## src/hw/rtl/lcfp_pkg.sv

```systemverilog
// lcfp_pkg: shared types, codes and command text for the line command frame parser
// no dependencies; imported by lcfp_core, lcfp_out_buf and line_command_frame_parser_top
package lcfp_pkg;

  localparam logic [1:0] OP_BYTE  = 2'd0;
  localparam logic [1:0] OP_TIME  = 2'd1;
  localparam logic [1:0] OP_FETCH = 2'd2;

  localparam logic [2:0] CODE_MANUAL = 3'd0;
  localparam logic [2:0] CODE_AUTO   = 3'd1;
  localparam logic [2:0] CODE_PAUSE  = 3'd2;
  localparam logic [2:0] CODE_ESTOP  = 3'd4;

  localparam logic [7:0] CHAR_CR    = 8'h0D;
  localparam logic [7:0] CHAR_LF    = 8'h0A;
  localparam logic [7:0] CHAR_NUL   = 8'h00;
  localparam logic [7:0] CHAR_C     = "C";
  localparam logic [7:0] CHAR_S     = "S";
  localparam logic [7:0] CHAR_COLON = ":";
  localparam logic [7:0] CHAR_ZERO  = "0";
  localparam logic [7:0] CHAR_NINE  = "9";

  localparam logic [31:0] TIMEOUT_RESET_MS = 32'd5000;

  // command table rows: auto (prefix match), manual, pause, estop
  localparam logic [1:0] CMD_AUTO   = 2'd0;
  localparam logic [1:0] CMD_MANUAL = 2'd1;
  localparam logic [1:0] CMD_PAUSE  = 2'd2;
  localparam logic [1:0] CMD_ESTOP  = 2'd3;

  localparam int unsigned CMD_COUNT = 4;
  localparam int unsigned POS_W     = 4;
  localparam logic [POS_W-1:0] POS_MAX = '1;

  localparam logic [POS_W-1:0] CMD_LEN  [CMD_COUNT] = '{4'd8, 4'd10, 4'd9, 4'd9};
  localparam logic [2:0]       CMD_CODE [CMD_COUNT] =
    '{CODE_AUTO, CODE_MANUAL, CODE_PAUSE, CODE_ESTOP};

  typedef enum logic [3:0] {
    PH_IDLE     = 4'd0,
    PH_CMD_C    = 4'd1,
    PH_S_COLON  = 4'd2,
    PH_S_FIRST  = 4'd3,
    PH_S_DIGITS = 4'd4,
    PH_CMD_S    = 4'd5,
    PH_NOSEQ    = 4'd6
  } phase_t;

  typedef struct packed {
    logic        frame_done;
    logic        command_accepted;
    logic [2:0]  command_code;
    logic        sequence_gap;
    logic [31:0] gap_total;
    logic [31:0] frame_total;
    logic [31:0] raw_frame_total;
    logic        pending_flag;
    logic        timeout_discard;
  } lcfp_result_t;

  // "CMD:" head shared by every command
  function automatic logic [7:0] cmd_head(input logic [1:0] pos);
    logic [7:0] c;
    case (pos)
      2'd0:    c = "C";
      2'd1:    c = "M";
      2'd2:    c = "D";
      default: c = ":";
    endcase
    return c;
  endfunction

  // character of command row k at text position pos (pos below that row's length)
  function automatic logic [7:0] cmd_char(input logic [1:0] k, input logic [POS_W-1:0] pos);
    logic [7:0] c;
    c = CHAR_NUL;
    if (pos < 4'd4) begin
      c = cmd_head(pos[1:0]);
    end else begin
      case (k)
        CMD_AUTO: begin
          case (pos)
            4'd4:    c = "A";
            4'd5:    c = "U";
            4'd6:    c = "T";
            4'd7:    c = "O";
            default: c = CHAR_NUL;
          endcase
        end
        CMD_MANUAL: begin
          case (pos)
            4'd4:    c = "M";
            4'd5:    c = "A";
            4'd6:    c = "N";
            4'd7:    c = "U";
            4'd8:    c = "A";
            4'd9:    c = "L";
            default: c = CHAR_NUL;
          endcase
        end
        CMD_PAUSE: begin
          case (pos)
            4'd4:    c = "P";
            4'd5:    c = "A";
            4'd6:    c = "U";
            4'd7:    c = "S";
            4'd8:    c = "E";
            default: c = CHAR_NUL;
          endcase
        end
        default: begin
          case (pos)
            4'd4:    c = "E";
            4'd5:    c = "S";
            4'd6:    c = "T";
            4'd7:    c = "O";
            4'd8:    c = "P";
            default: c = CHAR_NUL;
          endcase
        end
      endcase
    end
    return c;
  endfunction

endpackage

```

## src/hw/rtl/lcfp_core.sv

```systemverilog
// lcfp_core: frame state, sequence check, command match and counters, one accepted beat per cycle
// depends on lcfp_pkg
module lcfp_core #(
  parameter int BUFFER_BYTES = 128
) (
  input  logic                 clk,
  input  logic                 rst,
  input  logic                 accept,
  input  logic [1:0]           operation,
  input  logic [7:0]           data_byte,
  input  logic [31:0]          now_ms,
  input  logic                 cfg_we,
  input  logic [31:0]          cfg_data,
  output lcfp_pkg::lcfp_result_t result
);
  import lcfp_pkg::*;

  localparam int LEN_W = $clog2(BUFFER_BYTES);
  localparam logic [LEN_W-1:0] LEN_LAST = LEN_W'(BUFFER_BYTES - 1);

  logic [31:0]      timeout_ms;
  logic [LEN_W-1:0] raw_length, raw_length_next;
  logic [LEN_W-1:0] frame_length, frame_length_next;
  phase_t           parse_phase, parse_phase_next;
  logic [31:0]      sequence_value, sequence_value_next;
  logic [3:0]       match_flags, match_flags_next;
  logic [POS_W-1:0] text_position, text_position_next;
  logic             text_ended, text_ended_next;
  logic             sequence_started, sequence_started_next;
  logic [31:0]      expected_sequence, expected_sequence_next;
  logic [31:0]      gap_counter, gap_counter_next;
  logic [31:0]      frame_counter, frame_counter_next;
  logic [31:0]      raw_counter, raw_counter_next;
  logic             pending_valid, pending_valid_next;
  logic [2:0]       pending_code, pending_code_next;
  logic [31:0]      last_frame_time, last_frame_time_next;

  logic             is_eol, is_digit, is_start;
  logic [35:0]      seq_mul;
  logic [31:0]      seq_sat;
  logic [3:0]       fed_flags;
  logic [POS_W-1:0] pos_inc;
  logic             frame_close, seq_check, gap_hit, in_cmd;
  logic [3:0]       row_hit;
  logic             cmd_hit;
  logic [2:0]       hit_code;
  logic [31:0]      elapsed;
  logic             discard, fetch_hit;

  assign is_eol   = (data_byte == CHAR_CR) || (data_byte == CHAR_LF);
  assign is_digit = (data_byte >= CHAR_ZERO) && (data_byte <= CHAR_NINE);
  assign is_start = (data_byte == CHAR_C) || (data_byte == CHAR_S);

  // times ten plus digit, clamped to all ones
  assign seq_mul = ({4'd0, sequence_value} << 3) + ({4'd0, sequence_value} << 1)
                 + {32'd0, data_byte[3:0]};
  assign seq_sat = (seq_mul[35:32] != 4'd0) ? 32'hFFFF_FFFF : seq_mul[31:0];

  // position saturates well past the longest command, compares stay exact
  assign pos_inc = (text_position == POS_MAX) ? POS_MAX : text_position + POS_W'(1);

  always_comb begin
    for (int k = 0; k < CMD_COUNT; k++) begin
      if (text_position < CMD_LEN[k]) begin
        fed_flags[k] = match_flags[k] && (data_byte == cmd_char(2'(k), text_position));
      end else begin
        fed_flags[k] = match_flags[k] && (k == 0);
      end
    end
  end

  always_comb begin
    for (int k = 0; k < CMD_COUNT; k++) begin
      if (k == 0) begin
        row_hit[k] = match_flags[k] && (text_position >= CMD_LEN[k]);
      end else begin
        row_hit[k] = match_flags[k] && (text_position == CMD_LEN[k]);
      end
    end
  end

  assign in_cmd      = (parse_phase == PH_CMD_C) || (parse_phase == PH_CMD_S);
  assign frame_close = (operation == OP_BYTE) && is_eol && (frame_length != '0);
  assign seq_check   = frame_close && (parse_phase == PH_CMD_S);
  assign gap_hit     = seq_check && sequence_started && (sequence_value != expected_sequence);
  assign cmd_hit     = frame_close && in_cmd && (row_hit != 4'd0);

  always_comb begin
    if (row_hit[CMD_AUTO]) begin
      hit_code = CMD_CODE[CMD_AUTO];
    end else if (row_hit[CMD_MANUAL]) begin
      hit_code = CMD_CODE[CMD_MANUAL];
    end else if (row_hit[CMD_PAUSE]) begin
      hit_code = CMD_CODE[CMD_PAUSE];
    end else begin
      hit_code = CMD_CODE[CMD_ESTOP];
    end
  end

  assign elapsed   = now_ms - last_frame_time;
  assign discard   = (operation == OP_TIME) && (frame_length != '0) && (elapsed > timeout_ms);
  assign fetch_hit = (operation == OP_FETCH) && pending_valid;

  // next state
  always_comb begin
    raw_length_next        = raw_length;
    frame_length_next      = frame_length;
    parse_phase_next       = parse_phase;
    sequence_value_next    = sequence_value;
    match_flags_next       = match_flags;
    text_position_next     = text_position;
    text_ended_next        = text_ended;
    sequence_started_next  = sequence_started;
    expected_sequence_next = expected_sequence;
    gap_counter_next       = gap_counter;
    frame_counter_next     = frame_counter;
    raw_counter_next       = raw_counter;
    pending_valid_next     = pending_valid;
    pending_code_next      = pending_code;
    last_frame_time_next   = last_frame_time;

    if (accept) begin
      unique case (operation)
        OP_BYTE: begin
          if (is_eol) begin
            if (raw_length != '0) begin
              raw_counter_next = raw_counter + 32'd1;
              raw_length_next  = '0;
            end
            if (frame_close) begin
              last_frame_time_next = now_ms;
              frame_counter_next   = frame_counter + 32'd1;
              pending_valid_next   = cmd_hit;
              if (cmd_hit) begin
                pending_code_next = hit_code;
              end
              if (seq_check) begin
                sequence_started_next  = 1'b1;
                expected_sequence_next = sequence_value + 32'd1;
              end
              if (gap_hit) begin
                gap_counter_next = gap_counter + 32'd1;
              end
              frame_length_next = '0;
              parse_phase_next  = PH_IDLE;
            end
          end else begin
            raw_length_next = (raw_length < LEN_LAST) ? raw_length + LEN_W'(1) : '0;
            if (frame_length == '0) begin
              if (is_start) begin
                text_ended_next     = 1'b0;
                sequence_value_next = '0;
                frame_length_next   = LEN_W'(1);
                if (data_byte == CHAR_C) begin
                  // the 'C' itself already matches every row
                  parse_phase_next   = PH_CMD_C;
                  match_flags_next   = 4'hF;
                  text_position_next = POS_W'(1);
                end else begin
                  parse_phase_next   = PH_S_COLON;
                  match_flags_next   = 4'h0;
                  text_position_next = '0;
                end
              end
            end else if (parse_phase == PH_CMD_C && frame_length <= LEN_W'(3) &&
                         data_byte != cmd_head(frame_length[1:0])) begin
              frame_length_next = '0;
              parse_phase_next  = PH_IDLE;
            end else if (frame_length < LEN_LAST) begin
              frame_length_next = frame_length + LEN_W'(1);
              if (!text_ended) begin
                if (data_byte == CHAR_NUL) begin
                  text_ended_next = 1'b1;
                end else begin
                  unique case (parse_phase)
                    PH_CMD_C, PH_CMD_S: begin
                      match_flags_next   = fed_flags;
                      text_position_next = pos_inc;
                    end
                    PH_S_COLON: begin
                      parse_phase_next = (data_byte == CHAR_COLON) ? PH_S_FIRST : PH_NOSEQ;
                    end
                    PH_S_FIRST: begin
                      if (is_digit) begin
                        sequence_value_next = {28'd0, data_byte[3:0]};
                        parse_phase_next    = PH_S_DIGITS;
                      end else begin
                        parse_phase_next = PH_NOSEQ;
                      end
                    end
                    PH_S_DIGITS: begin
                      if (is_digit) begin
                        sequence_value_next = seq_sat;
                      end else if (data_byte == CHAR_COLON) begin
                        parse_phase_next   = PH_CMD_S;
                        match_flags_next   = 4'hF;
                        text_position_next = '0;
                      end else begin
                        parse_phase_next = PH_NOSEQ;
                      end
                    end
                    default: begin
                    end
                  endcase
                end
              end
            end else begin
              frame_length_next = '0;
              parse_phase_next  = PH_IDLE;
            end
          end
        end
        OP_TIME: begin
          if (discard) begin
            frame_length_next = '0;
            parse_phase_next  = PH_IDLE;
          end
        end
        OP_FETCH: begin
          if (pending_valid) begin
            pending_valid_next = 1'b0;
          end
        end
        default: begin
        end
      endcase
    end
  end

  // result of the beat being accepted
  always_comb begin
    result                  = '0;
    result.frame_done       = frame_close;
    result.command_accepted = cmd_hit;
    if (cmd_hit) begin
      result.command_code = hit_code;
    end else if (fetch_hit) begin
      result.command_code = pending_code;
    end else begin
      result.command_code = CODE_MANUAL;
    end
    result.sequence_gap     = gap_hit;
    result.gap_total        = gap_counter_next;
    result.frame_total      = frame_counter_next;
    result.raw_frame_total  = raw_counter_next;
    result.pending_flag     = fetch_hit;
    result.timeout_discard  = discard;
  end

  always_ff @(posedge clk) begin
    if (rst) begin
      timeout_ms <= TIMEOUT_RESET_MS;
    end else if (cfg_we) begin
      timeout_ms <= cfg_data;
    end
  end

  always_ff @(posedge clk) begin
    if (rst) begin
      raw_length        <= '0;
      frame_length      <= '0;
      parse_phase       <= PH_IDLE;
      sequence_value    <= '0;
      match_flags       <= '0;
      text_position     <= '0;
      text_ended        <= 1'b0;
      sequence_started  <= 1'b0;
      expected_sequence <= '0;
      gap_counter       <= '0;
      frame_counter     <= '0;
      raw_counter       <= '0;
      pending_valid     <= 1'b0;
      pending_code      <= '0;
      last_frame_time   <= '0;
    end else begin
      raw_length        <= raw_length_next;
      frame_length      <= frame_length_next;
      parse_phase       <= parse_phase_next;
      sequence_value    <= sequence_value_next;
      match_flags       <= match_flags_next;
      text_position     <= text_position_next;
      text_ended        <= text_ended_next;
      sequence_started  <= sequence_started_next;
      expected_sequence <= expected_sequence_next;
      gap_counter       <= gap_counter_next;
      frame_counter     <= frame_counter_next;
      raw_counter       <= raw_counter_next;
      pending_valid     <= pending_valid_next;
      pending_code      <= pending_code_next;
      last_frame_time   <= last_frame_time_next;
    end
  end

endmodule

```

## src/hw/rtl/lcfp_out_buf.sv

```systemverilog
// lcfp_out_buf: result register with a skid stage behind it
// depends on lcfp_pkg
module lcfp_out_buf (
  input  logic                   clk,
  input  logic                   rst,
  input  logic                   push,
  input  lcfp_pkg::lcfp_result_t push_data,
  output logic                   full,
  output logic                   out_valid,
  input  logic                   out_stall,
  output lcfp_pkg::lcfp_result_t out_data
);
  import lcfp_pkg::*;

  lcfp_result_t skid_data;
  logic         skid_valid;
  logic         take;

  assign take = out_valid && !out_stall;
  assign full = skid_valid;

  always_ff @(posedge clk) begin
    if (rst) begin
      out_valid  <= 1'b0;
      skid_valid <= 1'b0;
    end else if (skid_valid) begin
      if (take) begin
        skid_valid <= 1'b0;
      end
    end else if (push) begin
      if (out_valid && !take) begin
        skid_valid <= 1'b1;
      end else begin
        out_valid <= 1'b1;
      end
    end else if (take) begin
      out_valid <= 1'b0;
    end
  end

  // payload, no reset
  always_ff @(posedge clk) begin
    if (skid_valid) begin
      if (take) begin
        out_data <= skid_data;
      end
    end else if (push) begin
      if (out_valid && !take) begin
        skid_data <= push_data;
      end else begin
        out_data <= push_data;
      end
    end
  end

endmodule

```

## src/hw/rtl/line_command_frame_parser_top.sv

```systemverilog
// line_command_frame_parser_top: line/command frame parser, state core plus output buffer
// depends on lcfp_pkg, lcfp_core, lcfp_out_buf
//
//  channel  handshake              payload
//  in       in_valid / in_stall    operation, data_byte, now_ms
//  out      out_valid / out_stall  frame_done .. timeout_discard
//  cfg      cfg_valid / cfg_ready  cfg_data (timeout_ms)
//
// one beat per cycle while in_stall is low; each input beat is fully handled in
// the cycle it is taken; its result goes to the result register or the skid stage
// in_stall rises only when the result register and the skid stage both hold beats
// cfg_ready is always high; rst is synchronous and restores timeout_ms to 5000
module line_command_frame_parser_top #(
  parameter int BUFFER_BYTES = 128
) (
  input  logic        clk,
  input  logic        rst,
  input  logic        in_valid,
  output logic        in_stall,
  input  logic [1:0]  operation,
  input  logic [7:0]  data_byte,
  input  logic [31:0] now_ms,
  input  logic        cfg_valid,
  output logic        cfg_ready,
  input  logic [31:0] cfg_data,
  output logic        out_valid,
  input  logic        out_stall,
  output logic        frame_done,
  output logic        command_accepted,
  output logic [2:0]  command_code,
  output logic        sequence_gap,
  output logic [31:0] gap_total,
  output logic [31:0] frame_total,
  output logic [31:0] raw_frame_total,
  output logic        pending_flag,
  output logic        timeout_discard
);
  import lcfp_pkg::*;

  lcfp_result_t step_result;
  lcfp_result_t held_result;
  logic         accept;
  logic         buf_full;

  assign in_stall  = buf_full;
  assign accept    = in_valid && !in_stall;
  assign cfg_ready = 1'b1;

  lcfp_core #(
    .BUFFER_BYTES(BUFFER_BYTES)
  ) u_core (
    .clk       (clk),
    .rst       (rst),
    .accept    (accept),
    .operation (operation),
    .data_byte (data_byte),
    .now_ms    (now_ms),
    .cfg_we    (cfg_valid && cfg_ready),
    .cfg_data  (cfg_data),
    .result    (step_result)
  );

  lcfp_out_buf u_out_buf (
    .clk       (clk),
    .rst       (rst),
    .push      (accept),
    .push_data (step_result),
    .full      (buf_full),
    .out_valid (out_valid),
    .out_stall (out_stall),
    .out_data  (held_result)
  );

  assign frame_done       = held_result.frame_done;
  assign command_accepted = held_result.command_accepted;
  assign command_code     = held_result.command_code;
  assign sequence_gap     = held_result.sequence_gap;
  assign gap_total        = held_result.gap_total;
  assign frame_total      = held_result.frame_total;
  assign raw_frame_total  = held_result.raw_frame_total;
  assign pending_flag     = held_result.pending_flag;
  assign timeout_discard  = held_result.timeout_discard;

endmodule
```

## config.mk

```make
export PLATFORM = sky130hd
export DESIGN_NAME = line_command_frame_parser_top
export DESIGN_NICKNAME = d
export VERILOG_FILES = /design/src/hw/rtl/lcfp_pkg.sv /design/src/hw/rtl/lcfp_core.sv /design/src/hw/rtl/lcfp_out_buf.sv /design/src/hw/rtl/line_command_frame_parser_top.sv
export SDC_FILE = /design/constraint.sdc
export NUM_CORES = 1
export LEC_CHECK = 0
export BUFFER_PORTS_ARGS = -buffer_cell sky130_fd_sc_hd__buf_2
export CAP_MARGIN = 20
export CORE_ASPECT_RATIO = 0.9
export CORE_MARGIN = 2
export CORE_UTILIZATION = 50
export DETAILED_ROUTE_END_ITERATION = 16
export GPL_TIMING_DRIVEN = 1
export PLACE_DENSITY = 0.67
export SYNTH_ARGS = -nofsm -noshare
export SYNTH_HDL_FRONTEND = slang
export SYNTH_SLANG_ARGS = --single-unit
```

## constraint.sdc

```tcl
create_clock -name clk -period 23 [get_ports clk]
set_input_delay 1.15 -clock clk [delete_from_list [all_inputs] [get_ports clk]]
set_output_delay 1.15 -clock clk [all_outputs]
set_load 0.05 [all_outputs]
```

==> results of run 1 <==
-- layout make-up --
| cell class | instances | area (um^2) | share of cell area, % |
|---|---|---|---|
| repair buffers | 196 | 1013 | 3.650 |
| diodes | 3 | 7.507 | 0.02704 |
| inverters | 111 | 416.7 | 1.501 |
| well taps | 632 | 790.8 | 2.848 |
| multi-input cells | 1748 | 12380 | 44.60 |
| clock inverters | 30 | 394.1 | 1.419 |
| flip-flops and latches | 465 | 11390 | 41.04 |
| clock buffers | 64 | 1365 | 4.916 |
-- routing by layer --
metal	track usage [%]	vias up
li1	-	8945
met1	29.16	8669
met2	34.99	418
met3	3.527	96
met4	6.625	10
met5	0	-
-- cells in the final DEF (no fill, tap or decap), types with 7 or more instances in the layout --
cell type	count
nand3_1	68
o21bai_1	10
mux2i_1	33
o211ai_1	9
ha_1	140
nor2_1	183
edfxtp_1	208
nand4_1	45
buf_4	13
nor4_1	12
or3_1	16
clkbuf_16	51
nand2b_1	10
and3_1	39
nor2b_1	14
a221o_1	11
nand2_1	207
a211oi_1	42
a21oi_1	156
clkbuf_1	9
clkinv_2	10
a221oi_1	7
o21a_1	11
xor2_1	77
mux2_2	102
clkinv_1	7
nand3b_1	8
inv_1	108
dfxtp_1	256
a221oi_2	7
o21ai_0	57
a21o_1	56
xnor2_1	147
and2_1	111
a31oi_1	17
bufinv_16	7
buf_2	183
nor3_1	40
o31ai_1	12
-- path summary, 6_finish.rpt --
path,start,end,slack [ns],cells after the start
worst max-delay path,now_ms[6],u_core.frame_length[4]$_SDFFE_PP0P_,17.18,18
worst min-delay path,u_core.last_frame_time[21]$_SDFFE_PP0P_,u_core.last_frame_time[21]$_SDFFE_PP0P_,0.45,2
worst min register to register,u_core.last_frame_time[21]$_SDFFE_PP0P_,u_core.last_frame_time[21]$_SDFFE_PP0P_,0.45,2
worst max register to register,u_core.last_frame_time[6]$_SDFFE_PP0P_,u_core.frame_length[4]$_SDFFE_PP0P_,17.48,18
-- sequential cells by signal, indices dropped and copies added, names as in the netlist, 3 cells and up --
| name | count |
|---|---|
| u_core.expected_sequence | 32 |
| u_core.frame_counter | 32 |
| u_core.frame_length | 7 |
| u_core.gap_counter | 32 |
| u_core.last_frame_time | 32 |
| u_core.match_flags | 4 |
| u_core.parse_phase | 3 |
| u_core.pending_code | 3 |
| u_core.raw_counter | 32 |
| u_core.raw_length | 7 |
| u_core.sequence_value | 32 |
| u_core.text_position | 4 |
| u_core.timeout_ms | 32 |
| u_out_buf.out_data | 104 |
| u_out_buf.skid_data | 104 |
-- cell families (layout without fill, tap and decap cells) --
kind of cell	after synthesis	count (layout)
AO/OA/AOI/OAI	438	438
AND/OR/NAND/NOR	802	802
adder cells (fa/ha/maj)	143	143
flip-flops	465	465
buffers and inverters	212	401
other	1	4
XOR/XNOR	229	229
multiplexers	135	135
-- worst max-delay path, cell delays in order --
cell      delay, ns
buf_2          0.11
ha_1           0.36
a2111o_1       0.43
o22a_1         0.27
a21o_1         0.21
o221a_4        0.26
o221a_1        0.29
or4_4          0.45
a211oi_4       0.30
o31ai_1        0.14
xnor2_1        0.14
ha_1           0.30
nand4_1        0.13
or4_1          0.58
o211ai_1       0.26
nand2_1        0.27
or4b_1         0.56
a21oi_1        0.14
-- metrics by stage --
stage | hold WS, ns | std cells
floorplan | 0.4319 | 2425
global placement | 0.4386 | 3152
detailed placement | 0.4447 | 3152
CTS | 0.4529 | 3246
global route | 0.4752 | 3248
finish | 0.4505 | 3249
-- power groups by stage --
stage          sequential [mW]  combinational [mW]  clock (mW)
6_report                 0.898               0.182       0.848
5_1_grt                  0.900               0.195       0.897
4_1_cts                  0.899               0.183       0.868
3_5_place_dp             0.917               0.182           0
3_3_place_gp             0.916               0.178           0
2_1_floorplan            0.974              0.0809           0
==> impl_results.md, run 1 <==
* Status: finished clean
* GRT overflow at 0
* Setup crit end kind: register
* Post-Syn Nets at 2647
* Fill cell count at 4131
* Achievable frequency at 171.8 MHz
* Post-synth top cells: dfxtp_1 (257), edfxtp_1 (208), nand2_1 (207)
* Cell taking the most area after synthesis: edfxtp_1
* Ports at 186
* Setup WS pre-CTS at 16.60 ns
* Internal power at 1.447 mW
* Highest routed metal layer: met5
* Clock power frac at 44.0%
* XOR/XNOR share of the synthesized area at 8.306%
* Vias per cell at 5.583
* DIE WIDTH at 237.8 um
* PwrDens at 69.41 nW/um^2
* Register clock-pin slew on the reported worst setup and hold paths at 0.06 ns
* Vias in the first global route at 17.43k
* DRT Pass-1 Iters at 7
* Postcts setup bufs at 0
* Post-synthesis compound-gate area fraction at 12.09%
* Top-area cell type share of the netlist area at 25.39%
* Asr flop ratio synth at 0%
* Largest family of logic cells by synthesized area: simple AND/OR/NAND/NOR gates
* Worst Tran Pin Value at 1.149 ns
* Adder-Cell Fraction of Synth Area at 7.365%
* DRC at 0
* DRT iter0 DRCs at 1088
* CTS tree: yes
* Mux share of post-synthesis cell area at 6.012%
* Synth Flop Type: dfxtp_1
* Core ar. at 48850 um^2
* Mean Syn Cell Area at 10.14 um^2
* Met3 wire len at 2990 um
* Post-route cell area at 27770 um^2
* Setup violators final at 0
* Setup TNS Final at 0 ns
* Post-synth EDFFs at 208
* Global-route wire length before repair at 89870 um
* Min-Delay Path Class: reg2reg
* DR WL/cell at 17.11 um
* Worst Path Arrival at 6.35 ns
* Synth top area cells: edfxtp_1 (25%), dfxtp_1 (21%), ha_1 (7.1%), xnor2_1 (5.2%), mux2_2 (4.7%)
* Setup Skew at 0.04258 ns
* Pin count of the biggest net entering global routing at 105
* Pwr Total at 1.927 mW
* Starting Density at 50.36%
* Post-Syn Area at 24600 um^2
* CTS Hold Bufs at 0
* Sw Share at 24.91%
* Die H at 214.4 um
* Peak supply drop at 0.06034 mV
* Static Leak at 11.07 nW
* Net load switching power at 0.4801 mW
* Synth Register Bits at 465
* CTS root buffer: clkbuf_16
* Cts bufs inserted at 50
* Post-route ant nets at 0
* WL final at 55600 um
* IO Port Bufs at 184
* # nets final at 2794
* Routed vias at 18.14k
* Die ar. at 50990 um^2
* Clock buffer depth at 3
* Antenna violations before repair at 7
* Final Worst Setup Slack at 17.18 ns
* Yosys cell types at 88
* Sequential fraction of the synthesis area at 46.31%
* Final Cycle Share at 25.30%
* Synth Area in Simple Gates at 16.45%
* Sequential Power Share at 46.6%
* Final max-slew violation count at 0
* Total track usage at 21.42%
* H-tree depth at 2
* Post-layout util at 56.85%
* Final Hold Vio Count at 0
* Crit Path Class: in2reg
* Met1 WL at 25660 um
* Worst EP required at 23.54 ns
* RSZ-0062 raised after global routing: no
* Share of cells above drive strength 1 at 16.45%
* Area delta synth->final at 12.88%
* Fin crit period at 5.819 ns
* Max-Cap Viols at 0
* Core Rows at 77
* Worst skew pair latency at 0.61 ns
* Cells after Synth at 2425
* Clock sink total at 465
* RePlAce Congestion at 0.8936
* Rel. slew slack at 22.67%
* HPWL after DPL at 38920 um
* Cells resized by post-CTS repair at 0
* Synth warnings at 0
* Most common cell in the synthesized netlist: dfxtp_1
* Worst Path Max Fanout at 11
* Logic pwr share at 9.4%
* Routed met2 length at 25610 um
* Startpoint types: primary input
* Post-DP Area at 26000 um^2
(Power assumes the default switching activity.)
==> run 2: changes to the inputs <==
- clock period: 23 -> 5.5 ns (I/O delays scaled with it)
==> run 2 against run 1 <==
Effect of this change:
- combinational power grew to 4.5 times the previous value
- hold slack worse by 0.39 ns
- sequential power grew to 4.2 times the previous value
- sequential share of layout area is 1.3 points lower
- via count is 1.6% higher
- clock skew is 0.026 ns lower
- first-iteration DRC count is 7.6% higher
- setup slack worse by 17 ns
- register-to-register slack worse by 17 ns
- flip-flop and latch count stayed put
==> impl_results.md, run 2 (synthesized netlist as in run 1, its figures left out) <==
* Core Rows at 77 (unchanged)
* Achievable frequency at 187.9 MHz
* RePlAce Congestion at 0.8917 (-0.21%)
* Die H at 214.4 um (unchanged)
* Internal power at 6.250 mW (+330%)
* Status: finished clean
* Global-route wire length before repair at 91890 um (+2.2%)
* Final Hold Vio Count at 0 (unchanged)
* Total track usage at 21.77% (+0.35 points)
* Finished Layout Cells at 3324 (+2.3%)
* CP cell instances: inv_1 > ha_1 > nor2b_1 > o31a_1 > o22a_2 > a21o_1 > o221a_4 > o221a_4 > or4_4 > a211oi_4 > buf_4 > xnor2_1 > ha_1 > nand4_1 > or4_4 > nor2_1 > nor4_2 > nor2_1 > nor3_2 > buf_4 > and2_1 > a41oi_1 > nor2_1
* Crit-path max cell delay at 0.54 ns (-0.04 ns)
* Pin count of the biggest net entering global routing at 105 (unchanged)
* Largest registers: u_out_buf.out_data: 104 flops, u_out_buf.skid_data: 104 flops
* Hold slack at 0.06080 ns (-0.3897 ns)
* Setup TNS Final at 0 ns (unchanged)
* Setup violators final at 0 (unchanged)
* CP max stage cell: or4_4
* WL final at 56050 um (+0.81%)
* Worst Tran Pin Value at 1.032 ns (-0.1174 ns)
* Area delta synth->final at 16.52%
* PwrDens at 287.0 nW/um^2 (+310%)
* IO Port Bufs at 184 (unchanged)
* Fin crit period at 5.323 ns
* Crit Path Class: reg2reg
* Inst Count DP at 3154 (+0.063%)
* Net load switching power at 1.977 mW (+310%)
* Static Leak at 11.45 nW (+3.5%)
* Antenna violations before repair at 6 (-1)
* Sequential Power Share at 45.7% (-0.9 points)
* Cell mode on critical path: nor2_1
* Vias per cell at 5.546 (-0.65%)
* # nets final at 2873 (+2.8%)
* Reg2reg setup slack at 0.18 ns (-17.30 ns)
* Peak supply drop at 0.2357 mV (+290%)
* Sw Share at 24.03% (-0.88 points)
* Capture point of the worst reg-to-reg path: u_core.frame_length[1]$_SDFFE_PP0P_
* Cts bufs inserted at 49 (-2.0%)
* Worst Path Arrival at 5.76 ns (-0.59 ns)
* DRT iter0 DRCs at 1171 (+7.6%)
* Vias in the first global route at 18.14k (+4.1%)
* FF-to-FF Start: u_core.last_frame_time[1]$_SDFFE_PP0P_
* Max-Cap Viols at 0 (unchanged)
* Most frequent cells in the layout: dfxtp_1 (256), edfxtp_1 (208), nand2_1 (207)
* Logic pwr share at 9.9% (+0.5 points)
* Startpoint types: register
* CTS root buffer: clkbuf_16
* Worst EP required at 5.94 ns (-17.60 ns)
* Setup crit end kind: register
* Final max-slew violation count at 0 (unchanged)
* Clock buffer depth at 3 (unchanged)
* FF-to-FF path depth at 23 (+5)
* Hold Path Origin: in_valid
* CTS tree: yes
* Core ar. at 48850 um^2 (unchanged)
* DRT Pass-1 Iters at 5 (-2)
* Final Cycle Share at 96.78%
* Worst skew pair latency at 0.59 ns (-0.02 ns)
* Commonest non-fill, non-tap cell in the layout: dfxtp_1
* Starting Density at 50.36% (unchanged)
* DR WL/cell at 16.86 um (-1.5%)
* H-tree depth at 2 (unchanged)
* Ports at 186 (unchanged)
* Clock sink total at 465 (unchanged)
* DIE WIDTH at 237.8 um (unchanged)
* Post-DP Area at 26040 um^2 (+0.15%)
* Worst Path Max Fanout at 5 (-6)
* Hold worst-path end: u_out_buf.full$_SDFF_PP0_
* Hold path cells at 3 (+1)
* Rel. slew slack at 31.20% (+8.5 points)
* Min-Delay Path Class: in2reg
* Die ar. at 50990 um^2 (unchanged)
* Clock power frac at 44.4% (+0.4 points)
* Routed vias at 18.44k (+1.6%)
* Post-route ant nets at 0 (unchanged)
* Setup Skew at 0.01649 ns (-0.02609 ns)
* GRT overflow at 0 (unchanged)
* DRC at 0 (unchanged)
* HPWL after DPL at 38990 um (+0.17%)
* Post-route cell area at 28660 um^2 (+3.2%)
* Share of cells above drive strength 1 at 16.91% (+0.46 points)
* Register clock-pin slew on the reported worst setup and hold paths at 0.06 ns (about the same)
==> run 2: cell types whose count changed in the layout (fill, tap and decap cells not counted), moves of 2 or more <==
cell,before,now
clkinv_2,10,5
clkbuf_16,51,49
buf_4,13,24
bufinv_16,7,10
clkbuf_8,4,10
diode_2,3,1
dlygate4sd3_1,0,65
buf_12,0,2
clkbuf_1,9,5
==> run 2: how the worst max path moves through the flow <==
stage | startpoint | to | slack, ns | cells past startpoint
6_report | u_core.last_frame_time[1]$_SDFFE_PP0P_ | u_core.frame_length[1]$_SDFFE_PP0P_ | 0.18 | 23
5_1_grt | u_core.last_frame_time[1]$_SDFFE_PP0P_ | u_core.frame_length[1]$_SDFFE_PP0P_ | -0.03 | 23
4_1_cts | u_core.last_frame_time[1]$_SDFFE_PP0P_ | u_core.frame_length[4]$_SDFFE_PP0P_ | 0.06 | 19
3_5_place_dp | now_ms[1] | u_core.frame_length[4]$_SDFFE_PP0P_ | -0.02 | 19
3_3_place_gp | now_ms[1] | u_core.frame_length[4]$_SDFFE_PP0P_ | 0.15 | 19
2_1_floorplan | u_core.last_frame_time[6]$_SDFFE_PP0P_ | u_core.frame_length[4]$_SDFFE_PP0P_ | 0.45 | 19
==> run 2: metrics by stage <==
stage          power [mW]  setup slack, ns  util (%)
2_1_floorplan       4.398           0.4515         -
3_3_place_gp        4.577           0.1512     53.31
3_5_place_dp        4.591         -0.01520     53.31
5_1_grt             8.528         -0.02638     58.68
4_1_cts             8.295          0.05533     58.40
6_report            8.226           0.1770     58.68
==> run 2: critical path, delay by kind of cell (launching register included) <==
family | cells | cell delay [ns]
and+or+nand+nor | 10 | 1.95
AOI/OAI and AO/OA | 7 | 1.86
adders and majority gates | 2 | 0.56
buffers and inverters | 3 | 0.41
DFF | 1 | 0.33
xor gates and xnor gates | 1 | 0.05
==> run 2: repair_timing <==
| item | 4_1_cts | 5_1_grt |
|---|---|---|
| pin swaps | 0 | 17 |
| gates resized for setup | 1 | 8 |
| endpoints found under the setup margin | 1 | 7 |
| hold endpoints to repair | 66 | 0 |
| buffers inserted | 0 | 11 |
| hold buffers | 65 | 0 |
| gates cloned | 0 | 1 |
==> run 2: power by group through the flow <==
stage | combinational, mW | clock, mW | sequential (mW)
floorplan | 0.339 | 0 | 4.06
global placement | 0.746 | 0 | 3.83
detailed placement | 0.757 | 0 | 3.83
CTS | 0.796 | 3.74 | 3.76
global route | 0.875 | 3.89 | 3.77
finish | 0.811 | 3.66 | 3.76
==> run 2: cell type report <==
cell class | count | area [um^2]
Clock buffer | 64 | 1383
Clock inverter | 27 | 449.2
Fill cell | 4103 | 20180
Timing Repair Buffer | 275 | 1798
Sequential cell | 465 | 11390
Multi-Input combinational cell | 1749 | 12430
Inverter | 111 | 416.7
Antenna cell | 1 | 2.502
Tap cell | 632 | 790.8
==> run 2: routing by layer <==
| layer | track usage, % | share of wire (%) |
|---|---|---|
| met5 | 0 | 0.11 |
| met4 | 6.205 | 2.0 |
| met3 | 3.450 | 5.1 |
| met2 | 36.41 | 47 |
| met1 | 29.20 | 46 |
